[src/rtl/pmbus_linear_to_sdr_raw_macros.svh]
// Assertion macros shared by the RTL of the PMBus to sensor raw converter.
// Both macros sample on clk and are disabled while arst_n is low.
`ifndef PMBUS_LINEAR_TO_SDR_RAW_MACROS_SVH
`define PMBUS_LINEAR_TO_SDR_RAW_MACROS_SVH

`ifndef SYNTH
`define PLR_ASSERT(label, prop, msg) \
	label: assert property (@(posedge clk) disable iff (!arst_n) prop) else $error(msg);
`define PLR_NEVER(label, cond, msg) \
	`PLR_ASSERT(label, !(cond), msg)
`else
`define PLR_ASSERT(label, prop, msg)
`define PLR_NEVER(label, cond, msg)
`endif

`endif

[src/rtl/plr_pkg.sv]
package plr_pkg;

	localparam int NUM_W = 101;
	localparam int REM_W = 67;
	localparam int Q_W   = 16;

	localparam logic [1:0] REQ_VOLT = 2'd0;
	localparam logic [1:0] REQ_CURR = 2'd1;

	localparam logic [1:0] ST_OK     = 2'd0;
	localparam logic [1:0] ST_ZERO   = 2'd1;
	localparam logic [1:0] ST_MAX    = 2'd2;
	localparam logic [1:0] ST_SLOPE0 = 2'd3;

	localparam logic [1:0] CFG_SLOPE = 2'd0;
	localparam logic [1:0] CFG_OFFSET = 2'd1;
	localparam logic [1:0] CFG_EXP = 2'd2;

	localparam int OFF_BIT = 6;
	localparam logic [26:0] DEC8 = 27'd100000000;

	typedef struct packed {
		logic slope0;
		logic neg;
		logic lt;
		logic sat;
	} flags_t;

	function automatic logic [53:0] pow10(input logic [4:0] k);
		logic [53:0] r;
		case (k)
			5'd0:  r = 54'd1;
			5'd1:  r = 54'd10;
			5'd2:  r = 54'd100;
			5'd3:  r = 54'd1000;
			5'd4:  r = 54'd10000;
			5'd5:  r = 54'd100000;
			5'd6:  r = 54'd1000000;
			5'd7:  r = 54'd10000000;
			5'd8:  r = 54'd100000000;
			5'd9:  r = 54'd1000000000;
			5'd10: r = 54'd10000000000;
			5'd11: r = 54'd100000000000;
			5'd12: r = 54'd1000000000000;
			5'd13: r = 54'd10000000000000;
			5'd14: r = 54'd100000000000000;
			5'd15: r = 54'd1000000000000000;
			5'd16: r = 54'd10000000000000000;
			default: r = 54'd0;
		endcase
		return r;
	endfunction

endpackage

[src/rtl/plr_front.sv]
module plr_front (
	input  logic               clk,
	input  logic               arst_n,
	input  logic               en,
	input  logic               in_valid,
	input  logic [1:0]         req_type,
	input  logic [15:0]        reading_word,
	input  logic [7:0]         vout_mode,
	input  logic [7:0]         status_byte,
	input  logic [7:0]         slope_m,
	input  logic [7:0]         offset_b,
	input  logic [7:0]         exponent_byte,
	output logic               v_s2,
	output logic [69:0]        xp_s2,
	output logic [57:0]        yp_s2,
	output logic [4:0]         sh_s2,
	output logic [34:0]        dd_s2,
	output plr_pkg::flags_t    flags_s2
);
	import plr_pkg::*;

	logic [15:0] mant;
	logic [4:0]  e5;
	logic        neg;
	logic [4:0]  kx;
	logic [4:0]  ky;
	logic [53:0] px;
	logic [53:0] py;

	logic        v_s1;
	logic [42:0] xlo_s1;
	logic [42:0] xhi_s1;
	logic [32:0] ylo_s1;
	logic [32:0] yhi_s1;
	logic [34:0] dd_s1;
	logic [4:0]  sh_s1;
	flags_t      flags_s1;
	flags_t      fl;

	// Decode the reading into an unsigned mantissa and a binary exponent.
	always_comb begin
		neg  = 1'b0;
		mant = '0;
		e5   = '0;
		if (req_type == REQ_VOLT) begin
			mant = reading_word;
			e5   = vout_mode[4:0];
		end else if (req_type == REQ_CURR && status_byte[OFF_BIT]) begin
			mant = '0;
		end else begin
			e5 = reading_word[15:11];
			if (reading_word[10]) begin
				neg = 1'b1;
			end else begin
				mant = {6'b0, reading_word[9:0]};
			end
		end
		kx = 5'd8 - {exponent_byte[7], exponent_byte[7:4]};
		ky = 5'd8 + {exponent_byte[3], exponent_byte[3:0]};
		px = pow10(kx);
		py = pow10(ky);
		fl = '0;
		fl.slope0 = (slope_m == 8'd0);
		fl.neg = neg;
	end

	always_ff @(posedge clk or negedge arst_n) begin
		if (!arst_n) begin
			v_s1 <= 1'b0;
			v_s2 <= 1'b0;
		end else if (en) begin
			v_s1 <= in_valid;
			v_s2 <= v_s1;
		end
	end

	always_ff @(posedge clk) begin
		if (en) begin
			xlo_s1   <= 43'(mant) * 43'(px[26:0]);
			xhi_s1   <= 43'(mant) * 43'(px[53:27]);
			ylo_s1   <= 33'(offset_b) * 33'(py[24:0]);
			yhi_s1   <= 33'(offset_b) * 33'(py[49:25]);
			dd_s1    <= 35'(slope_m) * 35'(DEC8);
			// Adding 16 to a 5-bit two's complement exponent flips its top bit.
			sh_s1    <= e5 ^ 5'h10;
			flags_s1 <= fl;

			xp_s2    <= (70'(xhi_s1) << 27) + 70'(xlo_s1);
			yp_s2    <= (58'(yhi_s1) << 25) + 58'(ylo_s1);
			sh_s2    <= sh_s1;
			dd_s2    <= dd_s1;
			flags_s2 <= flags_s1;
		end
	end

endmodule

[config.mk]
export PLATFORM = sky130hd
export DESIGN_NAME = plr_front
export DESIGN_NICKNAME = d
export VERILOG_FILES = /design/src/rtl/pmbus_linear_to_sdr_raw_macros.svh /design/src/rtl/plr_pkg.sv /design/src/rtl/plr_front.sv
export SDC_FILE = /design/constraint.sdc
export NUM_CORES = 2
export LEC_CHECK = 0
export BUFFER_PORTS_ARGS = -buffer_cell sky130_fd_sc_hd__buf_4
export CORE_MARGIN = 2
export CORE_UTILIZATION = 35
export CTS_BUF_LIST = sky130_fd_sc_hd__clkbuf_4
export DETAILED_ROUTE_END_ITERATION = 7
export GPL_TIMING_DRIVEN = 1
export PLACE_DENSITY = 0.48
export SLEW_MARGIN = 20
export SYNTH_ARGS = -nofsm -noshare
export SYNTH_HDL_FRONTEND = slang
export SYNTH_SLANG_ARGS = --single-unit
[constraint.sdc]
create_clock -name clk -period 4.5 [get_ports clk]
set_clock_uncertainty 0.2 [all_clocks]
set_input_delay 0.225 -clock clk [delete_from_list [all_inputs] [get_ports clk]]
set_output_delay 0.225 -clock clk [all_outputs]
set_load 0.01 [all_outputs]
==> reports/qor.json <==
{
  "synthesis": {
    "synth_enable_flop_cells": 348,
    "yosys_register_bits": 350,
    "yosys.area_share.xor_xnor_pct": 3.57,
    "yosys-mux-area-fraction_pct": 0.136,
    "yosysSeqAreaShare_pct": 19.8,
    "post_synth_inst_count": 5537,
    "ys.flop_type": "sky130_fd_sc_hd__edfxtp_1",
    "async_reset_ff_share_pct": 0.571,
    "syn-mean-instance-area_um2": 9.60,
    "synth_top_family_by_area": "adder cells",
    "synth.cell_area_um2": 53200,
    "yosys.area_share.adder_pct": 46.5,
    "synthSimpleGateAreaFrac_pct": 13.6,
    "warnings_synthesis": 0,
    "synth.lib_cells_used.distinct": 76,
    "synth_compound_gate_area_share_pct": 7.09
  },
  "min_path": {
    "hold_path_startpoint": "req_type[0]",
    "min_path_cells": 5,
    "worstHoldPathType": "primary input to flop",
    "end_point_of_the_most_critical_hold_path": "sh_s1[4]"
  },
  "sta": {
    "setup_viol": 99,
    "unrepaired_setup_endpoints_after_global_routing": "yes",
    "worst_slew_pin_slew_ps": 915,
    "timing.final.ws_setup_ps": -1870,
    "finalHoldViolations": 0,
    "drv_slew": 0,
    "max_freq_mhz": 157,
    "timing.setup.tns_ps": -101180,
    "slew-limit-headroom_pct": 38.8,
    "min_period_ps": 6370,
    "finalCritPeriodShare_pct": 142
  },
  "critical_path": {
    "worstSetupPathType": "primary input to flop",
    "slack_of_the_worst_reg_to_reg_path_ps": 780,
    "worst_setup_path_end_kind": "flop",
    "rr_worst_depth": 14,
    "regToRegStartpoint": "xlo_s1[27]",
    "crit_path_max_incr_delay_ps": 590,
    "worstPathRequired_ps": 5020,
    "r2r_end": "xp_s2[63]",
    "critical_path.most_common_cell": "sky130_fd_sc_hd__fa_1",
    "timing.critical_path.slowest_stage_cell": "sky130_fd_sc_hd__or4b_4",
    "cp-start-kind": "primary input",
    "critical_path.max_fanout": 10,
    "cp.arrival_ps": 6890
  },
  "power_and_ir_drop": {
    "comb_power_share_pct": 64.8,
    "swShare_pct": 41.7,
    "maximum_resistive_drop_on_vdd_v": 0.000393,
    "clock_power_share_pct": 12.7,
    "cellInternalPower_uw": 14100,
    "leakagePower_uw": 0.0343,
    "power-per-cell-area_nw_per_um2": 339,
    "power.share.sequential_pct": 22.5,
    "power.net_switching_uw": 10000
  },
  "drt": {
    "drtAntennaViolNets": 0,
    "wl_per_cell_um": 17.9,
    "routed_via_density": 4.75,
    "postRouteWirelength_um": 161000,
    "detailroute.via_count": 42807,
    "drtPass1Iterations": 5,
    "drt_iter0_drc": 2144,
    "post-route-drc-count": 0
  },
  "run_status": {
    "failed_checks": "negative setup slack",
    "status": "complete, but fails checks"
  },
  "place": {
    "detailed_place.area_um2": 66100,
    "port-buffer-count": 214,
    "dpl.cell_count": 8670,
    "globalplace.congestion": 0.921,
    "detailedPlacementHpwl_um": 134000
  },
  "job": {
    "cap_viol_max_count": 0
  },
  "floorplanning": {
    "design.core.area_um2": 151000,
    "full_die_area_um2": 155000,
    "dieHeight_um": 394,
    "io_pins": 235,
    "die_x_um": 394,
    "initial_utilization_pct": 35.1,
    "floorplan.rows": 143
  },
  "clocking": {
    "clock_slew_at_the_register_clock_pins_of_the_worst_setup_and_hold_paths_ps": 60,
    "clockBufferDepth": 3,
    "cts_sinks": 350,
    "cts_inserted_buffers": 100,
    "worstSkewPairLatency_ps": 1080,
    "cts_tree": "yes",
    "htreeDepth": 3,
    "cts.root.buffer_cell": "sky130_fd_sc_hd__clkbuf_4"
  },
  "global_route": {
    "globalRouteOverflowTotal": 0,
    "antenna_found_initial": 4,
    "grt_use_total_pct": 21.2,
    "first_global_vias": 46735,
    "largest_net_degree_at_the_start_of_global_routing": 70,
    "grt_pass1_wl_um": 258000
  },
  "cells_and_area": {
    "num-nets-final": 8384,
    "final_design_area_no_fill_um2": 71100,
    "area_delta_synth_final_pct": 33.8,
    "post_route_cells_drive_above_1_share_pct": 28.9,
    "layout.cells.non_filler": 9012
  }
}
==> critical path, delay by kind of cell <==
family                   cells  cell delay (ps)
AO/OA/AOI/OAI                5              840
adder cells (fa/ha/maj)      9             3760
buffers and inverters       12             1270
AND/OR/NAND/NOR              4              770
==> metrics by stage <==
stage,util [%],total power [uW],hold WS [ps],worst slack [ps]
after detailed placement,43.7,19700,-191,-3300
after global routing,47.0,26300,85.4,-1990
after CTS,46.3,24000,18.8,-1690
after global placement,43.7,19700,-193,-3310
final,47.0,24100,129,-1870
after floorplan,-,13600,-271,-2650
==> cell usage in the layout, fill, tap and decap left out, types with 144 or more instances in the layout <==
cell / n
sky130_fd_sc_hd__edfxtp_1: 348
sky130_fd_sc_hd__nor2_1: 417
sky130_fd_sc_hd__nand2_1: 679
sky130_fd_sc_hd__buf_4: 1254
sky130_fd_sc_hd__ha_1: 425
sky130_fd_sc_hd__clkbuf_4: 150
sky130_fd_sc_hd__xnor2_1: 155
sky130_fd_sc_hd__inv_1: 1066
sky130_fd_sc_hd__a21oi_1: 144
sky130_fd_sc_hd__fa_1: 899
==> flip-flops by register name, summed over array words and instances (netlist names), 2 cells and up <==
register / count
ylo_s1: 33
sh_s1: 5
yp_s2: 58
flags_s1: 2
sh_s2: 5
xhi_s1: 43
yhi_s1: 33
dd_s2: 27
flags_s2: 2
xlo_s1: 43
dd_s1: 27
xp_s2: 70
==> routing by layer <==
layer | GRT usage [%] | routed length, um | vias up
li1 | - | - | 20128
met1 | 28.5 | 71700 | 21626
met2 | 36.0 | 77900 | 853
met3 | 2.41 | 6920 | 200
met4 | 6.42 | 4370 | 0
met5 | 0 | 0 | -
==> kinds of logic (layout without fill, tap and decap cells) <==
family                     after synthesis  count (layout)
and+or+nand+nor                       1649            1649
adders and majority gates             1412            1412
buffers and inverters                 1303            2738
AOI/OAI and AO/OA                      598             598
DFF                                    350             350
xor gates and xnor gates               217             217
muxes                                    7               7
other                                    1              11
==> power by group through the flow <==
stage,Clock [uW],Combinational (uW),Sequential (uW)
floorplan,0,8110,5450
global placement,0,14200,5490
detailed placement,0,14200,5490
CTS,3270,15300,5430
global route,3390,17400,5500
finish,3070,15600,5420
==> layout make-up <==
| class | instances | area (um2) |
|---|---|---|
| repair buffers | 1470 | 12500 |
| multi-input cells | 3893 | 40200 |
| clock inverters | 23 | 145 |
| diodes | 1 | 2.50 |
| inverters | 1095 | 4130 |
| fillers | 14706 | 80300 |
| clock buffers | 150 | 1130 |
| flip-flops and latches | 350 | 10500 |
| well taps | 2030 | 2540 |
==> worst max path at each step <==
stage,startpoint,slack [ps],to,depth (start not counted)
2_1_floorplan,exponent_byte[4],-2650,xlo_s1[37],29
6_report,exponent_byte[4],-1870,xhi_s1[39],30
5_1_grt,exponent_byte[4],-1990,xlo_s1[37],32
3_3_place_gp,exponent_byte[4],-3310,xlo_s1[40],30
4_1_cts,exponent_byte[4],-1690,xhi_s1[41],29
3_5_place_dp,exponent_byte[4],-3300,xlo_s1[40],30
==> what timing repair did <==
item | 4_1_cts | 5_1_grt
pin swaps | 163 | 125
gates resized for setup | 337 | 215
cloned | 1 | 0
buffers inserted | 76 | 33
hold buffers | 60 | 2
endpoints found under the hold margin | 392 | 2
setup endpoints to repair | 100 | 121
==> synthesized netlist by cell type, types with 5 or more instances <==
| library cell | count | area share, % |
|---|---|---|
| sky130_fd_sc_hd__o2111ai_1 | 5 | 0.082 |
| sky130_fd_sc_hd__o21ai_1 | 14 | 0.13 |
| sky130_fd_sc_hd__ha_1 | 469 | 11 |
| sky130_fd_sc_hd__edfxtp_1 | 348 | 20 |
| sky130_fd_sc_hd__o211ai_1 | 6 | 0.085 |
| sky130_fd_sc_hd__o31ai_1 | 12 | 0.17 |
| sky130_fd_sc_hd__nand2b_1 | 20 | 0.24 |
| sky130_fd_sc_hd__a22o_1 | 5 | 0.082 |
| sky130_fd_sc_hd__buf_1 | 16 | 0.11 |
| sky130_fd_sc_hd__buf_4 | 10 | 0.14 |
| sky130_fd_sc_hd__or2_2 | 6 | 0.071 |
| sky130_fd_sc_hd__or3_1 | 6 | 0.071 |
| sky130_fd_sc_hd__xnor2_1 | 160 | 2.6 |
| sky130_fd_sc_hd__o21a_1 | 29 | 0.41 |
| sky130_fd_sc_hd__o21ai_0 | 106 | 1.0 |
| sky130_fd_sc_hd__a21o_1 | 88 | 1.2 |
| sky130_fd_sc_hd__xor2_1 | 57 | 0.94 |
| sky130_fd_sc_hd__a211oi_1 | 15 | 0.21 |
| sky130_fd_sc_hd__and4_1 | 10 | 0.16 |
| sky130_fd_sc_hd__o22ai_1 | 5 | 0.059 |
| sky130_fd_sc_hd__nor2_1 | 487 | 3.4 |
| sky130_fd_sc_hd__a211o_1 | 6 | 0.099 |
| sky130_fd_sc_hd__nand2_1 | 723 | 5.1 |
| sky130_fd_sc_hd__nor3_1 | 32 | 0.30 |
| sky130_fd_sc_hd__buf_2 | 9 | 0.085 |
| sky130_fd_sc_hd__and3_1 | 74 | 0.87 |
| sky130_fd_sc_hd__nand3_1 | 63 | 0.59 |
| sky130_fd_sc_hd__a31oi_1 | 18 | 0.21 |
| sky130_fd_sc_hd__nand4_1 | 36 | 0.42 |
| sky130_fd_sc_hd__a21oi_1 | 206 | 1.9 |
| sky130_fd_sc_hd__inv_1 | 1094 | 7.7 |
| sky130_fd_sc_hd__a21boi_0 | 10 | 0.14 |
| sky130_fd_sc_hd__clkbuf_1 | 171 | 1.2 |
| sky130_fd_sc_hd__nor2b_1 | 27 | 0.32 |
| sky130_fd_sc_hd__and2_1 | 142 | 1.7 |
| sky130_fd_sc_hd__fa_1 | 943 | 36 |
| sky130_fd_sc_hd__o21bai_1 | 24 | 0.34 |
| sky130_fd_sc_hd__mux2i_1 | 5 | 0.094 |
Power figures use the tool's default switching activity.
