--- config.mk ---
export PLATFORM = sky130hd
export DESIGN_NAME = plr_div_stage
export DESIGN_NICKNAME = d
export VERILOG_FILES = /design/src/rtl/pmbus_linear_to_sdr_raw_macros.svh /design/src/rtl/plr_pkg.sv /design/src/rtl/plr_div_stage.sv
export SDC_FILE = /design/constraint.sdc
export NUM_CORES = 1
export LEC_CHECK = 0
export BUFFER_PORTS_ARGS = -buffer_cell sky130_fd_sc_hd__buf_2
export CORE_ASPECT_RATIO = 1.75
export CORE_MARGIN = 4
export CORE_UTILIZATION = 25
export CTS_BUF_LIST = sky130_fd_sc_hd__clkbuf_8
export CTS_CLUSTER_DIAMETER = 150
export DETAILED_ROUTE_END_ITERATION = 6
export SYNTH_ARGS = -nofsm -noshare
export SYNTH_HDL_FRONTEND = slang
export SYNTH_SLANG_ARGS = --single-unit
export TNS_END_PERCENT = 1
--- constraint.sdc ---
create_clock -name clk -period 1 [get_ports clk]
set_input_delay 0.1 -clock clk [delete_from_list [all_inputs] [get_ports clk]]
set_output_delay 0.1 -clock clk [all_outputs]
set_load 0.01 [all_outputs]
--- src/rtl/pmbus_linear_to_sdr_raw_macros.svh ---
// Assertion macros shared by the RTL of the PMBus to sensor raw converter.
// Both macros sample on clk and are disabled while arst_n is low.
`ifndef PMBUS_LINEAR_TO_SDR_RAW_MACROS_SVH
`define PMBUS_LINEAR_TO_SDR_RAW_MACROS_SVH

`ifndef SYNTH
`define PLR_ASSERT(label, prop, msg) \
	label: assert property (@(posedge clk) disable iff (!arst_n) prop) else $error(msg);
`define PLR_NEVER(label, cond, msg) \
	`PLR_ASSERT(label, !(cond), msg)
`else
`define PLR_ASSERT(label, prop, msg)
`define PLR_NEVER(label, cond, msg)
`endif

`endif

--- src/rtl/plr_pkg.sv ---
package plr_pkg;

	localparam int NUM_W = 101;
	localparam int REM_W = 67;
	localparam int Q_W   = 16;

	localparam logic [1:0] REQ_VOLT = 2'd0;
	localparam logic [1:0] REQ_CURR = 2'd1;

	localparam logic [1:0] ST_OK     = 2'd0;
	localparam logic [1:0] ST_ZERO   = 2'd1;
	localparam logic [1:0] ST_MAX    = 2'd2;
	localparam logic [1:0] ST_SLOPE0 = 2'd3;

	localparam logic [1:0] CFG_SLOPE = 2'd0;
	localparam logic [1:0] CFG_OFFSET = 2'd1;
	localparam logic [1:0] CFG_EXP = 2'd2;

	localparam int OFF_BIT = 6;
	localparam logic [26:0] DEC8 = 27'd100000000;

	typedef struct packed {
		logic slope0;
		logic neg;
		logic lt;
		logic sat;
	} flags_t;

	function automatic logic [53:0] pow10(input logic [4:0] k);
		logic [53:0] r;
		case (k)
			5'd0:  r = 54'd1;
			5'd1:  r = 54'd10;
			5'd2:  r = 54'd100;
			5'd3:  r = 54'd1000;
			5'd4:  r = 54'd10000;
			5'd5:  r = 54'd100000;
			5'd6:  r = 54'd1000000;
			5'd7:  r = 54'd10000000;
			5'd8:  r = 54'd100000000;
			5'd9:  r = 54'd1000000000;
			5'd10: r = 54'd10000000000;
			5'd11: r = 54'd100000000000;
			5'd12: r = 54'd1000000000000;
			5'd13: r = 54'd10000000000000;
			5'd14: r = 54'd100000000000000;
			5'd15: r = 54'd1000000000000000;
			5'd16: r = 54'd10000000000000000;
			default: r = 54'd0;
		endcase
		return r;
	endfunction

endpackage

--- src/rtl/plr_div_stage.sv ---
module plr_div_stage #(
	parameter int BIT = 0
) (
	input  logic                      clk,
	input  logic                      arst_n,
	input  logic                      en,
	input  logic                      v_in,
	input  logic [plr_pkg::REM_W-1:0] rem_in,
	input  logic [34:0]               dd_in,
	input  logic [15:0]               q_in,
	input  plr_pkg::flags_t           flags_in,
	output logic                      v_out,
	output logic [plr_pkg::REM_W-1:0] rem_out,
	output logic [34:0]               dd_out,
	output logic [15:0]               q_out,
	output plr_pkg::flags_t           flags_out
);
	import plr_pkg::*;

	logic [REM_W-1:0] t;
	logic             ge;
	logic [15:0]      q_nx;

	// One restoring step: the divisor carries its own 2^16 scale.
	always_comb begin
		t  = REM_W'(dd_in) << (BIT + 16);
		ge = (rem_in >= t);
		q_nx = q_in;
		q_nx[BIT] = ge;
	end

	always_ff @(posedge clk or negedge arst_n) begin
		if (!arst_n) begin
			v_out <= 1'b0;
		end else if (en) begin
			v_out <= v_in;
		end
	end

	always_ff @(posedge clk) begin
		if (en) begin
			rem_out   <= ge ? rem_in - t : rem_in;
			dd_out    <= dd_in;
			q_out     <= q_nx;
			flags_out <= flags_in;
		end
	end

endmodule

==> results of run 1 <==
[area by class of cell]
class	instances	share of cell area
clock buffers	17	0.01981
repair buffers	565	0.3444
well taps	324	0.03433
clock inverters	15	0.01600
multi-input cells	425	0.2587
flip-flops and latches	123	0.3124
inverters	44	0.01399
diodes	2	0.0004238
[power by group through the flow]
| stage | Clock (uW) | Combinational, uW | Sequential, uW |
|---|---|---|---|
| floorplan | 0 | 1360 | 6890 |
| global placement | 0 | 3960 | 6570 |
| detailed placement | 0 | 3980 | 6590 |
| CTS | 5010 | 4400 | 6480 |
| global route | 5240 | 4880 | 6520 |
| finish | 4860 | 4510 | 6470 |
[stage by stage]
stage | setup WS (ps) | TNS, ps | hold slack, ps
global placement | -1983 | -96160 | -124.4
finish | -1254 | -72330 | 29.74
CTS | -1235 | -77260 | 3.560
global route | -1320 | -82250 | 6.883
detailed placement | -1976 | -95360 | -123.8
floorplan | -1637 | -77050 | -195.6
[layer usage]
metal,up-vias,track usage,part of all wire
li1,3379,-,-
met1,3243,0.1552,0.34
met2,156,0.3240,0.58
met3,59,0.03262,0.036
met4,2,0.08172,0.041
met5,-,0,0.00082
[state kept, by name, indices dropped and copies added (netlist names)]
name	count
dd_out	35
flags_out	4
q_out	16
rem_out	67
v_out	1
[layout by cell type, fill, tap and decap left out, types with 19 or more instances in the layout]
cell type / netlist / layout
buf_4: 0 / 196
nor2_1: 37 / 35
buf_2: 3 / 242
inv_1: 43 / 41
ha_1: 35 / 29
xnor2_1: 20 / 19
a21oi_1: 39 / 32
edfxtp_1: 122 / 122
dlygate4sd3_1: 0 / 110
nand2_1: 82 / 82
xor2_1: 26 / 26
o21ai_0: 45 / 27
[kinds of logic after synthesis]
group                    count (synthesis)  share of synthesized area
flip-flops                             123                     0.5476
XOR/XNOR                                46                    0.05982
AO/OA/AOI/OAI                          149                     0.1397
AND/OR/NAND/NOR                        192                     0.1347
adder cells (fa/ha/maj)                 36                    0.06799
multiplexers                             2                   0.003344
buffers and inverters                   65                    0.04681
[worst paths after layout]
check	from	endpoint	slack [ps]	cells past startpoint
worst max-delay path	rem_in[62]	rem_out[17]	-1250	9
worst min-delay path	rem_in[60]	rem_out[60]	30	3
worst max register to register	v_out	v_out	260	1
worst min register to register	v_out	v_out	510	1
max in group asynchronous	arst_n	v_out	420	3
min in group asynchronous	arst_n	v_out	480	3
[what timing repair did]
action / in CTS / in global routing
pin swaps: 9 / 13
buffers inserted: 1 / 2
hold endpoints to repair: 112 / 0
gates resized for setup: 34 / 42
hold buffers: 110 / 0
cloned: 0 / 0
setup endpoints to repair: 175 / 175
[tightest hold or removal path: cells and delay by family]
family                 cells  cell delay (ps)
buffers and inverters      2              180
XOR/XNOR                   1               60
==> out/summary.txt, run 1 <==
FF/Latch Area = 3689 um2
Final Instance Area = 11810 um2
power per cell area = 1342 nW/um2
top cell type's share of synthesized area = 0.5439
Leakage = 0.005227 uW
I/O Pins = 249
Die Height = 225.1 um
dominant synthesized flop cell = edfxtp_1
crit path DAT = 2490 ps
CP max-delay cell = or4_4
nets = 1338
Max FO, Critical Path = 7
distinct cell type count of the synthesized netlist = 61
crit-path cells = buf_6 -> or4_4 -> or3_4 -> nand2b_4 -> or4_4 -> a21oi_4 -> and3_4 -> buf_8 -> mux2_1
placement-stage cell area = 9928 um2
first-pass GRT wire length = 37570 um
WP data required = 1240 ps
min Tclk post-route = 2254 ps
Synth Area per Inst = 10.99 um2
Hold Fails Final Rpt = 0
relative slew slack = 0.5665
DP HPWL = 19180 um
vias in the first global route = 7386
max incr delay on CP = 530 ps
placed cell count = 1368
worst skew pair latency = 480 ps
GP Congestion = 0.8634
fillcell total = 2533
failing checks = setup timing
multi-input logic area = 3055 um2
die area = 29730 um2
CP Class = in2reg
Final period util = 2.254
Max clock buf depth = 2
Max H-tree Level = 4
# DRC = 0
RSZ-0062 raised after global routing = yes
number of synthesized flops with an enable pin = 122
hold crit path type = in2reg
Initial Util = 0.2533
most common cell in the netlist = edfxtp_1
initial antenna violation count = 2
top cells by count, synth = edfxtp_1, nand2_1, o21ai_0, inv_1, a21oi_1
Setup crit end kind = register
top cells by area, synth = edfxtp_1, ha_1, nand2_1
post-synthesis sequential area ratio = 0.5477
max-cap check violation count = 0
Logic pwr share = 0.285
CTS buffer count = 17
# rows = 79
GRT Total Usage = 0.1627
crit path buf inv count = 2
via/cell ratio = 4.514
crit start category = input port
Synth area leader = edfxtp_1
Peak VDD IR = 0.7687 mV
CTS sink count = 123
syn_nets = 775
largest net degree at the start of global routing = 29
root buffer cell = clkbuf_8
P&R area growth vs syn = 75.33%
CTS tree = done
maximum clock rate = 443.6 MHz
port bufs = 247
clock power share = 0.307
fraction of layout cells with a size suffix above 1 = 0.4718
GRT overflow = 0
post-route antenna net violation count = 0
Synth warnings = 0
total wire length = 24470 um
worst slew pin tran = 643.4 ps
Synth async-reset ratio = 0.008130
register bit count reported by yosys = 123
CP delay by family, top = simple AND/OR/NAND/NOR gates
Synth Cell Area = 6735 um2
die width = 132.1 um
DRT Pass-1 Iters = 4
Sw Ratio = 0.2964
Post-Syn Instances = 613
clock skew = 0 ps
DR iter-0 viols = 307
fin worst setup slack = -1254 ps
Seq pwr share = 0.408
Slew Limit Fails = 0
Worst-path clk slew = 80 ps
final core utilization = 0.4441
crit-path most repeated cell = or4_4
total power = 15840 uW
net switching power = 4697 uW
Pint = 11150 uW
Avg WL per Cell = 16.15 um
vias = 6839
status = finished with violations
Finished Layout Cells = 1515
total core area = 26590 um2
setup-violating endpoint count in the final report = 175
Power figures use the tool's default switching activity.
==> run 2: changes to the inputs <==
--- a/config.mk
+++ b/config.mk
@@ -6,12 +6,15 @@
 export NUM_CORES = 1
 export LEC_CHECK = 0
 export BUFFER_PORTS_ARGS = -buffer_cell sky130_fd_sc_hd__buf_2
+export CELL_PAD_IN_SITES_DETAIL_PLACEMENT = 1
+export CELL_PAD_IN_SITES_GLOBAL_PLACEMENT = 2
 export CORE_ASPECT_RATIO = 1.75
-export CORE_MARGIN = 4
+export CORE_MARGIN = 2
 export CORE_UTILIZATION = 25
 export CTS_BUF_LIST = sky130_fd_sc_hd__clkbuf_8
 export CTS_CLUSTER_DIAMETER = 150
 export DETAILED_ROUTE_END_ITERATION = 6
+export PLACE_DENSITY_LB_ADDON = 0.1
 export SYNTH_ARGS = -nofsm -noshare
 export SYNTH_HDL_FRONTEND = slang
 export SYNTH_SLANG_ARGS = --single-unit
==> run 2 against run 1 <==
- largest power group unchanged
- the flow still finishes with violations (setup timing)
- routed wire length is 4.8% higher
- die area is 4.8% lower
- sequential share of layout area is 0.11 points lower
- combinational power grew 4%
- highest routed layer is now met4
- critical path type unchanged
- global-route usage grew 2.1 points
- clock power grew 4.7%
- fmax shrank 5.1%
==> out/summary.txt, run 2 (synthesized netlist as in run 1, its figures left out) <==
root buffer cell = clkbuf_8
Worst-path clk slew = 80 ps (about the same)
Peak VDD IR = 0.9671 mV (+26%)
max-cap check violation count = 0 (unchanged)
min Tclk post-route = 2376 ps (+122.1 ps)
via/cell ratio = 4.530 (+0.36%)
GRT Total Usage = 0.1840 (+0.02132)
Leakage = 0.005247 uW (+0.38%)
status = finished with violations
fin worst setup slack = -1376 ps (-122.1 ps)
max reg flops = 67 (unchanged)
DR iter-0 viols = 149 (-51%)
# DRC = 0 (unchanged)
Top Registers = rem_out: 67 flops, dd_out: 35 flops, q_out: 16 flops
placed cell count = 1361 (-0.51%)
total core area = 26590 um2 (unchanged)
initial antenna violation count = 0 (-2)
vias = 6868 (+0.42%)
Sw Ratio = 0.2937 (-0.002733)
Logic pwr share = 0.288 (+0.003)
crit path DAT = 2610 ps (+120 ps)
Min Hold Slack = 46.38 ps (+16.65 ps)
Avg WL per Cell = 16.92 um (+4.7%)
Initial Util = 0.2533 (unchanged)
clock skew = 0 ps (unchanged)
setup-violating endpoint count in the final report = 175 (unchanged)
nets = 1341 (+0.22%)
fraction of layout cells with a size suffix above 1 = 0.4815 (+0.009719)
die width = 128.1 um (-3.0%)
Max clock buf depth = 2 (unchanged)
crit-path cells = buf_8 -> inv_4 -> ha_4 -> inv_2 -> fa_2 -> a21oi_4 -> o21ai_4 -> a21oi_2 -> o221a_4 -> o221ai_2 -> a311o_1 -> a31o_4 -> o41ai_2 -> o21ai_1
maximum clock rate = 420.8 MHz (-5.1%)
Antenna Cells = 0 (-2)
die area = 28320 um2 (-4.8%)
relative slew slack = 0.6841 (+0.1175)
max incr delay on CP = 410 ps (-120 ps)
clock power share = 0.313 (+0.006)
DRT Pass-1 Iters = 5 (+1)
commonest non-fill, non-tap cell in the layout = buf_2
P&R area growth vs syn = 75.94%
fillcell total = 3026 (+19%)
CP Class = in2reg
CTS tree = done
Pint = 11490 uW (+3.0%)
post-route antenna net violation count = 0 (unchanged)
Setup crit end kind = register
Slew Limit Fails = 0 (unchanged)
failing checks = setup timing
vias in the first global route = 7910 (+7.1%)
Hold Fails Final Rpt = 0 (unchanged)
setup TNS = -73890 ps (-1557 ps)
power per cell area = 1372 nW/um2 (+2.3%)
largest net degree at the start of global routing = 30 (+3.4%)
hold crit path type = in2reg
net switching power = 4776 uW (+1.7%)
Biggest register = rem_out
I/O Pins = 249 (unchanged)
Die Height = 221.1 um (-1.8%)
Seq pwr share = 0.398 (-0.010)
port bufs = 247 (unchanged)
CP delay by family, top = compound AO/OA/AOI/OAI gates
CP max-delay cell = fa_2
Finished Layout Cells = 1516 (+0.066%)
GRT overflow = 0 (unchanged)
crit path buf inv count = 3 (+1)
DP HPWL = 19730 um (+2.9%)
worst slew pin tran = 468.9 ps (-174.5 ps)
RSZ-0062 raised after global routing = yes
# rows = 79 (unchanged)
Final period util = 2.376 (+0.1221)
CTS buffer count = 17 (unchanged)
Max FO, Critical Path = 7 (unchanged)
worst skew pair latency = 470 ps (about the same)
Max H-tree Level = 4 (unchanged)
GP Congestion = 0.8357 (-3.2%)
CTS sink count = 123 (unchanged)
crit start category = input port
first-pass GRT wire length = 40290 um (+7.2%)
total wire length = 25650 um (+4.8%)
most frequent cells in the layout = buf_2, buf_4, edfxtp_1, dlygate4sd3_1, nand2_1
WP data required = 1230 ps (about the same)
[run 2: cell type report]
class,count,area [um2],area share
repair buffers,568,4029,0.3400
flip-flops and latches,123,3689,0.3113
multi-input cells,425,3117,0.2630
well taps,324,405.4,0.03421
clock buffers,17,234.0,0.01974
clock inverters,15,209.0,0.01763
inverters,44,167.7,0.01415
[run 2: path summary, 6_finish.rpt]
path	slack, ps	from	end	depth (start not counted)
setup / recovery	-1380	rem_in[16]	rem_out[56]	14
hold / removal	50	rem_in[17]	rem_out[17]	3
setup reg to reg	260	v_out	v_out	1
hold reg to reg	520	v_out	v_out	1
max in group asynchronous	430	arst_n	v_out	3
min in group asynchronous	460	arst_n	v_out	3
[run 2: stage by stage]
| step | util | instance area [um2] | setup slack [ps] | total power [uW] |
|---|---|---|---|---|
| final | 0.4457 | 11850 | -1376 | 16260 |
| after global routing | 0.4457 | 11850 | -1433 | 17130 |
| after floorplan | - | 6771 | -1637 | 8247 |
| after CTS | 0.4364 | 11600 | -1325 | 16370 |
| after global placement | 0.3678 | 9779 | -2146 | 10560 |
| after detailed placement | 0.3678 | 9779 | -2169 | 10630 |
[run 2: timing repair]
action                     4_1_cts  5_1_grt
resized for setup               67       48
pin swaps                       25       21
setup buffers                    4        5
hold endpoints to repair       116        0
hold buffers                   114        0
setup endpoints to repair      175      175
[run 2: per-layer routing]
metal	wire length [um]	global-route usage	vias to the layer above
li1	-	-	3369
met5	0	0	-
met1	9098	0.1777	3315
met3	957	0.03844	24
met4	463	0.05920	0
met2	15130	0.3735	160
[run 2: power by group through the flow]
| stage | Combinational (uW) | Clock (uW) | Sequential, uW |
|---|---|---|---|
| floorplan | 1360 | 0 | 6890 |
| finish | 4690 | 5090 | 6480 |
| CTS | 4570 | 5310 | 6490 |
| detailed placement | 4030 | 0 | 6600 |
| global placement | 3980 | 0 | 6590 |
| global route | 5120 | 5460 | 6550 |
