--- src/rtl/pmbus_linear_to_sdr_raw_macros.svh ---
// Assertion macros shared by the RTL of the PMBus to sensor raw converter.
// Both macros sample on clk and are disabled while arst_n is low.
`ifndef PMBUS_LINEAR_TO_SDR_RAW_MACROS_SVH
`define PMBUS_LINEAR_TO_SDR_RAW_MACROS_SVH

`ifndef SYNTH
`define PLR_ASSERT(label, prop, msg) \
	label: assert property (@(posedge clk) disable iff (!arst_n) prop) else $error(msg);
`define PLR_NEVER(label, cond, msg) \
	`PLR_ASSERT(label, !(cond), msg)
`else
`define PLR_ASSERT(label, prop, msg)
`define PLR_NEVER(label, cond, msg)
`endif

`endif

--- src/rtl/plr_pkg.sv ---
package plr_pkg;

	localparam int NUM_W = 101;
	localparam int REM_W = 67;
	localparam int Q_W   = 16;

	localparam logic [1:0] REQ_VOLT = 2'd0;
	localparam logic [1:0] REQ_CURR = 2'd1;

	localparam logic [1:0] ST_OK     = 2'd0;
	localparam logic [1:0] ST_ZERO   = 2'd1;
	localparam logic [1:0] ST_MAX    = 2'd2;
	localparam logic [1:0] ST_SLOPE0 = 2'd3;

	localparam logic [1:0] CFG_SLOPE = 2'd0;
	localparam logic [1:0] CFG_OFFSET = 2'd1;
	localparam logic [1:0] CFG_EXP = 2'd2;

	localparam int OFF_BIT = 6;
	localparam logic [26:0] DEC8 = 27'd100000000;

	typedef struct packed {
		logic slope0;
		logic neg;
		logic lt;
		logic sat;
	} flags_t;

	function automatic logic [53:0] pow10(input logic [4:0] k);
		logic [53:0] r;
		case (k)
			5'd0:  r = 54'd1;
			5'd1:  r = 54'd10;
			5'd2:  r = 54'd100;
			5'd3:  r = 54'd1000;
			5'd4:  r = 54'd10000;
			5'd5:  r = 54'd100000;
			5'd6:  r = 54'd1000000;
			5'd7:  r = 54'd10000000;
			5'd8:  r = 54'd100000000;
			5'd9:  r = 54'd1000000000;
			5'd10: r = 54'd10000000000;
			5'd11: r = 54'd100000000000;
			5'd12: r = 54'd1000000000000;
			5'd13: r = 54'd10000000000000;
			5'd14: r = 54'd100000000000000;
			5'd15: r = 54'd1000000000000000;
			5'd16: r = 54'd10000000000000000;
			default: r = 54'd0;
		endcase
		return r;
	endfunction

endpackage

--- src/rtl/plr_align.sv ---
module plr_align (
	input  logic                          clk,
	input  logic                          arst_n,
	input  logic                          en,
	input  logic                          v_s2,
	input  logic [69:0]                   xp_s2,
	input  logic [57:0]                   yp_s2,
	input  logic [4:0]                    sh_s2,
	input  logic [34:0]                   dd_s2,
	input  plr_pkg::flags_t               flags_s2,
	output logic                          v_s4,
	output logic [plr_pkg::REM_W-1:0]     rem_s4,
	output logic [34:0]                   dd_s4,
	output plr_pkg::flags_t               flags_s4
);
	import plr_pkg::*;

	logic [NUM_W-1:0] x;
	logic [NUM_W-1:0] y;
	flags_t           fl3;
	flags_t           fl4;

	logic             v_s3;
	logic [NUM_W-1:0] num_s3;
	logic [34:0]      dd_s3;
	flags_t           flags_s3;

	// Both terms share the scale 2^16 * 10^8.
	always_comb begin
		x = NUM_W'(xp_s2) << sh_s2;
		y = NUM_W'({yp_s2, 16'b0});
		fl3 = flags_s2;
		fl3.lt = (x < y);
		fl4 = flags_s3;
		fl4.sat = (num_s3 >= NUM_W'({dd_s3, 32'b0}));
	end

	always_ff @(posedge clk or negedge arst_n) begin
		if (!arst_n) begin
			v_s3 <= 1'b0;
			v_s4 <= 1'b0;
		end else if (en) begin
			v_s3 <= v_s2;
			v_s4 <= v_s3;
		end
	end

	always_ff @(posedge clk) begin
		if (en) begin
			num_s3   <= x - y;
			dd_s3    <= dd_s2;
			flags_s3 <= fl3;
			rem_s4   <= num_s3[REM_W-1:0];
			dd_s4    <= dd_s3;
			flags_s4 <= fl4;
		end
	end

endmodule

--- config.mk ---
export PLATFORM = sky130hd
export DESIGN_NAME = plr_align
export DESIGN_NICKNAME = d
export VERILOG_FILES = /design/src/rtl/pmbus_linear_to_sdr_raw_macros.svh /design/src/rtl/plr_pkg.sv /design/src/rtl/plr_align.sv
export SDC_FILE = /design/constraint.sdc
export NUM_CORES = 1
export LEC_CHECK = 0
export BUFFER_PORTS_ARGS = -buffer_cell sky130_fd_sc_hd__buf_2
export CORE_UTILIZATION = 56
export CTS_CLUSTER_DIAMETER = 120
export CTS_CLUSTER_SIZE = 28
export DETAILED_ROUTE_END_ITERATION = 12
export PLACE_DENSITY = 0.79
export SYNTH_ARGS = -nofsm -noshare
export SYNTH_HDL_FRONTEND = slang
export SYNTH_SLANG_ARGS = --single-unit
--- constraint.sdc ---
create_clock -name clk -period 4.73 [get_ports clk]
set_clock_uncertainty 0.15 [all_clocks]
set_input_delay 0.2365 -clock clk [delete_from_list [all_inputs] [get_ports clk]]
set_output_delay 0.2365 -clock clk [all_outputs]
set_load 0.02 [all_outputs]
==> impl_metrics.json, run 1 <==
{
  "status": "complete, no violations",
  "io_buffers": 280,
  "place_worst_setup_slack_ns": -0.193,
  "grt_use_met3": 0.0227,
  "cp_common_cell": "a21oi_1",
  "worst_pin_slew_ns": 1.03,
  "pwr-share-clk": 0.168,
  "dp_hpwl_um": 44200,
  "ir_drop_uv": 323,
  "synth_xor_area_frac": 0.0338,
  "grt.busiest_layer": "met2",
  "fin_nets": 2600,
  "fp.dieW_um": 182,
  "fin_setup_tns_ns": 0,
  "period_minus_slack_ns": 4.50,
  "multi_input_area_um2": 9920,
  "fin_crit_sh": 0.952,
  "worst_slack_ns": 0.229,
  "path_cells": "buf_4 > buf_4 > mux4_2 > mux2_2 > a21oi_1 > mux2i_1 > ha_1 > a21oi_1 > o21bai_1 > a21oi_1 > a21boi_1 > o21a_1 > o31a_1 > nor4_4 > and3_1 > mux2i_1 > or3_1",
  "die_area_um2": 33200,
  "end_kind": "flip-flop",
  "rows": 65,
  "via_per_inst": 5.95,
  "synth_area_leaders": "edfxtp_1 (41%), mux4_2 (7.7%), mux2i_1 (6.8%)",
  "dr.pass1.iters": 6,
  "gp_congestion": 0.972,
  "final_cell_area_um2": 23000,
  "synth_compound_area_frac": 0.139,
  "antenna_found_initial": 0,
  "synth_top_flop_cell": "edfxtp_1",
  "cp_slowest_cell": "mux4_2",
  "min_path_type": "in2reg",
  "clk_latency_ns": 0.50,
  "clk_path_buf_depth": 3,
  "power.leakage_uw": 0.0102,
  "grt_util_met1": 0.462,
  "routedWlPerCell_um": 20.0,
  "hold_viol": 0,
  "drc_errors": 0,
  "cts_sinks": 247,
  "synth_top_cell_by_area": "edfxtp_1",
  "syn_inst": 1777,
  "synth_nets": 2048,
  "rsz0062_at_grt": "false",
  "pwr-share-comb": 0.425,
  "wl_um": 54800,
  "cts_inserted_buffers": 13,
  "drv_cap": 0,
  "max_stage_delay_ns": 0.51,
  "synth_top_area_share": 0.405,
  "cts_root_buf": "clkbuf_16",
  "muxShareOfSynthArea": 0.166,
  "critical_path_class": "in2reg",
  "finalPower_uw": 7340,
  "start_util": 0.573,
  "io_pins": 283,
  "worstPathMaxFanout": 9,
  "ant_nets": 0,
  "synth_top_family_by_area": "multiplexers",
  "yosysMostFrequentCell": "edfxtp_1",
  "drv_slew": 0,
  "p_per_area_nw_per_um2": 320,
  "netSwitchingPower_uw": 2560,
  "postCtsSetupBuffers": 0,
  "worstSetupStartpointType": "input pin",
  "cts.htree.levels": 1,
  "grt_use_total": 0.326,
  "core_area_um2": 31700,
  "regArea_um2": 7410,
  "drtIter0Drc": 1647,
  "crit_required_ns": 4.82,
  "drive_gt1_frac": 0.313,
  "grt_first_pass_wirelength_um": 84600,
  "overflow": 0,
  "synthTopCellsByCount": "edfxtp_1 (245), nand2_1 (213), a21oi_1 (128)",
  "n_antenna_cell": 0,
  "relSlewSlack": 0.316,
  "tritoncts": "yes",
  "synth.yosys.seq_area_share": 0.408,
  "area_growth_pct": 26.4,
  "placed_cells": 2675,
  "final.fill_count": 2332,
  "use_met2": 0.542,
  "cts.clk_slew.worst_paths_ns": 0.11,
  "synth_adder_area_share": 0.0658,
  "ys_ff_latch": 247,
  "yosysUniqueCellTypes": 78,
  "place_area_um2": 22200,
  "grt_pass1_vias": 15501,
  "die_height_um": 182,
  "finalSetupViolations": 0,
  "grt_max_degree": 132,
  "synthArstFlopShare": 0.00810,
  "synth-simple-area-share": 0.138,
  "synth_area_per_cell_um2": 10.2,
  "p_int_uw": 4780,
  "swShare": 0.349,
  "synth_edf_count": 245,
  "final_cells": 2737,
  "seq_power_share": 0.407,
  "vias": 16274,
  "synth-warning-count": 0,
  "max_freq_ghz": 0.222,
  "mappedNetlistArea_um2": 18200,
  "cp.arrival_ns": 4.60
}
## placed cells by master, fill, tap and decap left out, types with 7 or more instances in the layout
cell,n
a211oi_1,19
a21o_1,40
a21oi_1,124
a21oi_2,7
a31oi_1,12
and2_1,8
and3_1,11
buf_12,8
buf_2,275
buf_4,311
clkbuf_16,13
dlygate4sd3_1,41
edfxtp_1,245
ha_1,94
inv_1,118
mux2_2,26
mux2i_1,124
mux4_2,62
nand2_1,213
nand2b_1,16
nand3_1,24
nand4_1,37
nor2_1,111
nor2b_1,18
nor3_1,34
nor4_1,22
o211ai_1,12
o21a_1,14
o21ai_0,79
o21ai_1,9
o21bai_1,14
o22a_1,7
o22ai_1,11
xnor2_1,41
xor2_1,29
## state kept, by name (all words and copies together), names as in the netlist
| signal | flops |
|---|---|
| rem_s4 | 67 |
| dd_s4 | 35 |
| v_s4 | 1 |
| flags_s4 | 4 |
| v_s3 | 1 |
| dd_s3 | 35 |
| num_s3 | 101 |
| fl4 | 3 |
## cell type report
cell class | count | share of cell area
multi-input cells | 1313 | 0.432
flip-flops and latches | 247 | 0.323
repair buffers | 636 | 0.187
well taps | 402 | 0.0219
inverters | 118 | 0.0193
clock buffers | 18 | 0.0150
clock inverters | 3 | 0.00196
## kinds of logic (layout without fill, tap and decap cells)
kind of cell             after synthesis  count (layout)
AO/OA/AOI/OAI                        401             401
flip-flops                           247             247
multiplexers                         217             217
buffers and inverters                217             775
XOR/XNOR                              70              70
adder cells (fa/ha/maj)               95              95
AND/OR/NAND/NOR                      530             530
## per-stage QoR
step,utilization,hold WS (ns)
floorplan,-,-0.209
global placement,0.699,-0.129
detailed placement,0.699,-0.127
CTS,0.724,0.0858
global route,0.724,0.0997
finish,0.724,0.0960
## timing repair
action                                  4_1_cts  5_1_grt
endpoints found under the setup margin        0        1
hold buffers                                 41        0
resized for setup                             0        1
hold endpoints to repair                     41        0
## worst max-delay path: cells and delay by family
| kind | cells | cell delay [ns] |
|---|---|---|
| compound gates | 7 | 1.37 |
| mux | 4 | 1.14 |
| simple gates | 3 | 1.12 |
| fa+ha+maj | 1 | 0.38 |
| buf+inv | 2 | 0.33 |
## final timing paths
check,start,end,slack (ns),cells after the start
worst max-delay path,sh_s2[0],num_s3[88]$_DFFE_PP_,0.23,17
worst min-delay path,yp_s2[1],num_s3[17]$_DFFE_PP_,0.1,3
worst max register to register,num_s3[58]$_DFFE_PP_,flags_s4[0]$_DFFE_PP_,1.38,10
worst min register to register,fl4[2]$_DFFE_PP_,flags_s4[2]$_DFFE_PP_,0.28,0
max in group asynchronous,arst_n,v_s4$_DFFE_PN0P_,3.88,3
min in group asynchronous,arst_n,v_s3$_DFFE_PN0P_,0.42,3
## per-layer routing
layer | part of all wire | up-vias
met3 | 0.064 | 69
met2 | 0.47 | 733
met1 | 0.44 | 7747
li1 | - | 7725
met4 | 0.028 | 0
met5 | 0 | -
## power groups by stage
stage / clock (µW) / combinational, µW / sequential (µW)
detailed placement: 0 / 3040 / 3040
CTS: 1260 / 3080 / 2990
floorplan: 0 / 1610 / 3120
global route: 1320 / 3370 / 3020
global placement: 0 / 2970 / 3010
finish: 1240 / 3120 / 2990
Note: power is estimated with default switching activity, not from simulation.
==> run 2, diff against run 1 <==
--- a/config.mk
+++ b/config.mk
@@ -5,12 +5,13 @@
 export SDC_FILE = /design/constraint.sdc
 export NUM_CORES = 1
 export LEC_CHECK = 0
-export BUFFER_PORTS_ARGS = -buffer_cell sky130_fd_sc_hd__buf_2
+export BUFFER_PORTS_ARGS = -buffer_cell sky130_fd_sc_hd__clkbuf_2
 export CORE_UTILIZATION = 56
 export CTS_CLUSTER_DIAMETER = 120
 export CTS_CLUSTER_SIZE = 28
 export DETAILED_ROUTE_END_ITERATION = 12
 export PLACE_DENSITY = 0.79
+export RECOVER_POWER = 25
 export SYNTH_ARGS = -nofsm -noshare
 export SYNTH_HDL_FRONTEND = slang
 export SYNTH_SLANG_ARGS = --single-unit
==> run 2 against run 1 <==
Net effect:
- the flow now finishes with violations (capacitance limit, slew limit)
- wire length is 2.2% higher
- cell count is 0.80% lower
- power is 0.43% lower
- critical path type unchanged
==> impl_metrics.json, run 2 (synthesis gave the netlist of run 1 again) <==
{
  "pwr-share-comb": 0.426,
  "drc_errors": 0,
  "worstPathMaxFanout": 8,
  "relSlewSlack": -0.756,
  "pwr-share-clk": 0.164,
  "grt_first_pass_wirelength_um": 86500,
  "clk_latency_ns": 0.49,
  "max_stage_delay_ns": 0.55,
  "fp.dieW_um": 182,
  "final_common_cell": "buf_4",
  "hold_viol": 0,
  "final.fill_count": 2399,
  "clk_path_buf_depth": 3,
  "drtIter0Drc": 1756,
  "cts_root_buf": "clkbuf_16",
  "cp_num_cells": 20,
  "cts.htree.levels": 1,
  "io_buffers": 280,
  "final_core_util": 0.719,
  "cts_inserted_buffers": 13,
  "netSwitchingPower_uw": 2560,
  "drive_gt1_frac": 0.306,
  "seq_power_share": 0.410,
  "final_cell_area_um2": 22800,
  "min_path_type": "in2reg",
  "routedWlPerCell_um": 20.6,
  "core_area_um2": 31700,
  "antenna_found_initial": 0,
  "vias": 16528,
  "via_per_inst": 6.09,
  "path_cells": "buf_4 > buf_4 > mux4_2 > nand2_1 > nand2_1 > o21ai_0 > o22a_1 > inv_1 > ha_1 > nor2b_1 > o21a_1 > o21a_1 > o2111ai_1 > a2111o_1 > a2111o_1 > a21oi_2 > buf_4 > nor2_2 > and3_1 > o32ai_1",
  "drt-met1-wl_um": 24300,
  "max_freq_ghz": 0.219,
  "mostFrequentLayoutCells": "buf_4 (289), clkbuf_2 (269), edfxtp_1 (245), nand2_1 (213), a21oi_1 (124)",
  "dp_hpwl_um": 44700,
  "regMostFlops": "num_s3",
  "finalSetupViolations": 0,
  "dr.pass1.iters": 5,
  "die_height_um": 182,
  "placed_cells": 2656,
  "status": "finished, violations left",
  "grt_max_degree": 105,
  "grt_pass1_vias": 15976,
  "drv_slew": 105,
  "ir_drop_uv": 350,
  "period_minus_slack_ns": 4.57,
  "cts_sinks": 247,
  "fin_crit_sh": 0.965,
  "path_delay_family": "compound AO/OA/AOI/OAI gates",
  "cp_common_cell": "buf_4",
  "place_area_um2": 22000,
  "swShare": 0.350,
  "rows": 65,
  "tritoncts": "yes",
  "io_pins": 283,
  "end_kind": "flip-flop",
  "r2r_cells": 10,
  "overflow": 0,
  "area_growth_pct": 25.6,
  "wl_met2_um": 26400,
  "wl_um": 56000,
  "ant_nets": 0,
  "min_path_cells": 3,
  "gp_congestion": 0.982,
  "largest_reg_flops": 101,
  "drv_cap": 1,
  "p_int_uw": 4750,
  "p_per_area_nw_per_um2": 321,
  "postCtsSetupBuffers": 0,
  "rsz0062_at_grt": "false",
  "fin_nets": 2581,
  "cp.arrival_ns": 4.68,
  "n_antenna_cell": 0,
  "critical_path_class": "in2reg",
  "top_layer": "met4",
  "cp_slowest_cell": "mux4_2",
  "reg_top3": "num_s3 (101), rem_s4 (67)",
  "die_area_um2": 33200,
  "place_worst_setup_slack_ns": -0.289,
  "crit_required_ns": 4.85,
  "cts.clk_slew.worst_paths_ns": 0.10,
  "worst_slack_ns": 0.165,
  "cp_num_buf_inv": 4,
  "grt_use_total": 0.332,
  "worstSetupStartpointType": "input pin",
  "holdWs_ns": 0.115,
  "worst_pin_slew_ns": 2.63,
  "power.leakage_uw": 0.0102,
  "final_cells": 2715,
  "start_util": 0.573,
  "violations": "capacitance limit, slew limit",
  "wl_met3_um": 4160
}
run 2: cell types whose count changed in the layout (fill, tap and decap cells not counted), moves of 2 or more:
cell and change:
buf_6 +2, buf_4 -22, clkbuf_2 +269, clkbuf_1 +4
buf_2 -274
run 2: path summary, 6_finish.rpt:
path	from	to	slack, ns
max	sh_s2[0]	num_s3[97]$_DFFE_PP_	0.16
min	yp_s2[1]	num_s3[17]$_DFFE_PP_	0.12
max reg2reg	num_s3[55]$_DFFE_PP_	flags_s4[0]$_DFFE_PP_	1.40
min reg2reg	fl4[1]$_DFFE_PP_	flags_s4[1]$_DFFE_PP_	0.25
max in group asynchronous	arst_n	v_s3$_DFFE_PN0P_	3.82
min in group asynchronous	arst_n	v_s4$_DFFE_PN0P_	0.49
run 2: through the flow:
| step | setup TNS (ns) | total power (µW) |
|---|---|---|
| 2_1_floorplan | -0.0872 | 4730 |
| 6_report | 0 | 7310 |
| 5_1_grt | 0 | 7670 |
| 4_1_cts | 0 | 7270 |
| 3_5_place_dp | -3.02 | 6050 |
| 3_3_place_gp | -1.64 | 5960 |
run 2: final cells by class:
| type | count | area (µm²) | area share |
|---|---|---|---|
| sequential | 247 | 7410 | 0.325 |
| multi-input combinational | 1313 | 9920 | 0.435 |
| tap | 402 | 503 | 0.0220 |
| clock inverter | 2 | 46.3 | 0.00203 |
| clock buffer | 16 | 337 | 0.0148 |
| timing repair buffer | 617 | 4160 | 0.182 |
| inverter | 118 | 443 | 0.0194 |
run 2: what timing repair did:
action                     in CTS  in global routing
hold endpoints to repair       41                  0
hold buffers                   41                  0
resized for setup               0                  5
setup endpoints to repair       0                  9
run 2: metal layers:
metal | vias to the layer above | track usage
met2 | 827 | 0.552
met1 | 7926 | 0.472
met4 | 0 | 0.0766
li1 | 7687 | -
met3 | 88 | 0.0339
met5 | - | 0
run 2: power groups by stage:
stage | clock, µW | sequential (µW) | combinational (µW)
after floorplan | 0 | 3120 | 1610
after global placement | 0 | 3020 | 2940
after detailed placement | 0 | 3040 | 3010
after CTS | 1230 | 2990 | 3050
after global routing | 1300 | 3030 | 3350
final | 1200 | 3000 | 3120
run 2: worst register-to-register path, delay by kind of cell, from the launching register on:
kind	cells	cell delay, ns
simple gates	4	1.56
compound gates	4	0.49
flops	1	0.41
fa+ha+maj	1	0.32
buf+inv	1	0.22
==> run 3, diff against run 2 <==
--- a/config.mk
+++ b/config.mk
@@ -5,6 +5,7 @@
 export SDC_FILE = /design/constraint.sdc
 export NUM_CORES = 1
 export LEC_CHECK = 0
+export ABC_AREA = 1
 export BUFFER_PORTS_ARGS = -buffer_cell sky130_fd_sc_hd__clkbuf_2
 export CORE_UTILIZATION = 56
 export CTS_CLUSTER_DIAMETER = 120
@@ -12,6 +13,7 @@
 export DETAILED_ROUTE_END_ITERATION = 12
 export PLACE_DENSITY = 0.79
 export RECOVER_POWER = 25
+export SLEW_MARGIN = 10
 export SYNTH_ARGS = -nofsm -noshare
 export SYNTH_HDL_FRONTEND = slang
 export SYNTH_SLANG_ARGS = --single-unit
==> run 3 against run 2 <==
Net effect:
- clock power about the same
- non-clock buffer count decreased by 274
- fmax increased by 12%
- utilization decreased by 6.3 points
- setup slack improved by 0.50 ns
- the run still ends with capacitance limit, slew limit left
- largest power group is now registers
==> impl_metrics.json, run 3 <==
{
  "synthTopCellsByCount": "nand2_1 (633), nand3_1 (318), inv_1 (273)",
  "violations": "capacitance limit, slew limit",
  "end_kind": "flip-flop",
  "cts_root_buf": "clkbuf_16",
  "via_per_inst": 5.87,
  "final_core_util": 0.656,
  "place_area_um2": 20100,
  "drive_gt1_frac": 0.129,
  "regMostFlops": "num_s3",
  "vias": 18454,
  "die_area_um2": 33400,
  "drv_cap": 1,
  "grt_pass1_vias": 17442,
  "ir_drop_uv": 318,
  "relSlewSlack": -0.868,
  "worstPathMaxFanout": 67,
  "fp.dieW_um": 183,
  "min_path_type": "in2reg",
  "synth.yosys.seq_area_share": 0.405,
  "postCtsSetupBuffers": 0,
  "final_cell_area_um2": 20900,
  "n_antenna_cell": 0,
  "rrSetupSlack_ns": 1.82,
  "worst_pin_slew_ns": 2.80,
  "overflow": 0,
  "synth-warning-count": 0,
  "dp_hpwl_um": 47200,
  "largest_reg_flops": 101,
  "mappedNetlistArea_um2": 18300,
  "mostFrequentLayoutCells": "nand2_1 (633), nand3_1 (318), inv_1 (272), clkbuf_2 (272), edfxtp_1 (245)",
  "routedWlPerCell_um": 19.0,
  "worstSetupStartpointType": "input pin",
  "start_util": 0.574,
  "power.leakage_uw": 0.00961,
  "synthArstFlopShare": 0.00810,
  "cp.arrival_ns": 4.15,
  "cts_inserted_buffers": 13,
  "worst_slack_ns": 0.662,
  "synth_area_leaders": "edfxtp_1 (40%), nand2_1 (13%), nand3_1 (8.7%)",
  "cts_sinks": 247,
  "status": "finished, violations left",
  "place_worst_setup_slack_ns": 0.293,
  "max_freq_ghz": 0.246,
  "cts.clk_slew.worst_paths_ns": 0.11,
  "fin_crit_sh": 0.860,
  "clk_path_buf_depth": 3,
  "critical_path_class": "in2reg",
  "final_common_cell": "nand2_1",
  "fin_setup_tns_ns": 0,
  "drc_errors": 0,
  "yosysMostFrequentCell": "nand2_1",
  "reg_top3": "num_s3 (101), rem_s4 (67)",
  "io_buffers": 280,
  "crit_required_ns": 4.81,
  "area_growth_pct": 14.4,
  "io_pins": 283,
  "yosysUniqueCellTypes": 43,
  "die_height_um": 183,
  "finalSetupViolations": 0,
  "grt_use_total": 0.353,
  "synth_edf_count": 245,
  "drv_slew": 115,
  "synth_top_cell_by_area": "edfxtp_1",
  "holdWs_ns": 0.0288,
  "tritoncts": "yes",
  "grt_max_degree": 116,
  "cts.htree.levels": 1,
  "synth_top_flop_cell": "edfxtp_1",
  "wl_um": 59900,
  "dr.pass1.iters": 7,
  "antenna_found_initial": 0,
  "rows": 65,
  "core_area_um2": 31900,
  "gp_congestion": 1.01,
  "rsz0062_at_grt": "false",
  "syn_inst": 2430,
  "synth_nets": 2701,
  "ys_ff_latch": 247,
  "synth_top_area_share": 0.402,
  "synth_area_per_cell_um2": 7.53,
  "clk_latency_ns": 0.51,
  "ant_nets": 0,
  "p_per_area_nw_per_um2": 321,
  "fin_nets": 2978,
  "drtIter0Drc": 2067,
  "hold_viol": 0,
  "grt_first_pass_wirelength_um": 91500,
  "period_minus_slack_ns": 4.07
}
-- run 3: changes by cell type after synthesis, moves of 62 or more --
cell and change:
inv_1 +155, mux2i_1 -101, nor2_1 +77, nand2_1 +420
mux4_2 -62, o21ai_0 +122, nand3_1 +294
-- run 3: timing repair --
| action | CTS | global route |
|---|---|---|
| resized for setup | 0 | 0 |
| endpoints found under the hold margin | 41 | 0 |
| hold buffers | 41 | 0 |
-- run 3: path summary, 6_finish.rpt --
kind	from	depth (start not counted)	end
max in group asynchronous	arst_n	3	v_s4$_DFFE_PN0P_
min	yp_s2[1]	3	num_s3[17]$_DFFE_PP_
max reg2reg	dd_s3[16]$_DFFE_PP_	8	flags_s4[0]$_DFFE_PP_
min reg2reg	fl4[2]$_DFFE_PP_	0	flags_s4[2]$_DFFE_PP_
min in group asynchronous	arst_n	3	v_s3$_DFFE_PN0P_
max	sh_s2[0]	25	num_s3[88]$_DFFE_PP_
-- run 3: stage by stage --
step	instances	total power, µW
floorplan	2430	4520
global placement	3086	5330
detailed placement	3086	5400
CTS	3146	6620
global route	3146	7030
finish	3146	6720
-- run 3: power breakdown --
group | total (µW) | leakage [µW] | internal [µW] | switching, µW
clock | 1230 | 0.000187 | 532 | 694
sequential | 2980 | 0.00241 | 2820 | 161
combinational | 2510 | 0.00701 | 805 | 1710
-- run 3: kinds of logic (layout without fill, tap and decap cells) --
family	Yosys count	after routing	synth area share
simple gates	1275	1275	0.302
fa+ha+maj	95	95	0.0654
flops	247	247	0.405
xor+xnor	61	61	0.0292
compound gates	370	370	0.108
mux	23	23	0.0126
buf+inv	359	640	0.0780
-- run 3: per-layer routing --
layer | track usage | wire [µm]
met1 | 0.484 | 24900
met2 | 0.588 | 27600
met3 | 0.0457 | 5830
met4 | 0.0961 | 1600
met5 | 0 | 0
-- run 3: layout make-up --
type | count | area (µm²)
Multi-Input combinational cell | 1824 | 9460
Timing Repair Buffer | 343 | 2080
Sequential cell | 247 | 7410
Fill cell | 2752 | 11000
Clock buffer | 16 | 337
Tap cell | 435 | 544
Clock inverter | 3 | 55.1
Inverter | 278 | 1040
-- run 3: worst max-delay path, stage by stage --
cell	delay (ns)
clkbuf_2	0.16
inv_2	0.10
buf_12	0.24
nand2_1	0.10
nand2_1	0.07
inv_1	0.05
nand2_1	0.05
o21ai_0	0.11
o21ai_0	0.35
mux2i_1	0.18
nand2_1	0.09
o21ai_0	0.16
fa_1	0.51
inv_1	0.10
nand3_1	0.06
nand2_1	0.13
nand2_1	0.07
nand3_1	0.15
nand3_1	0.11
nand2_1	0.21
a21oi_1	0.20
o211ai_1	0.33
nand2_1	0.15
nand3_1	0.10
nand2_1	0.08
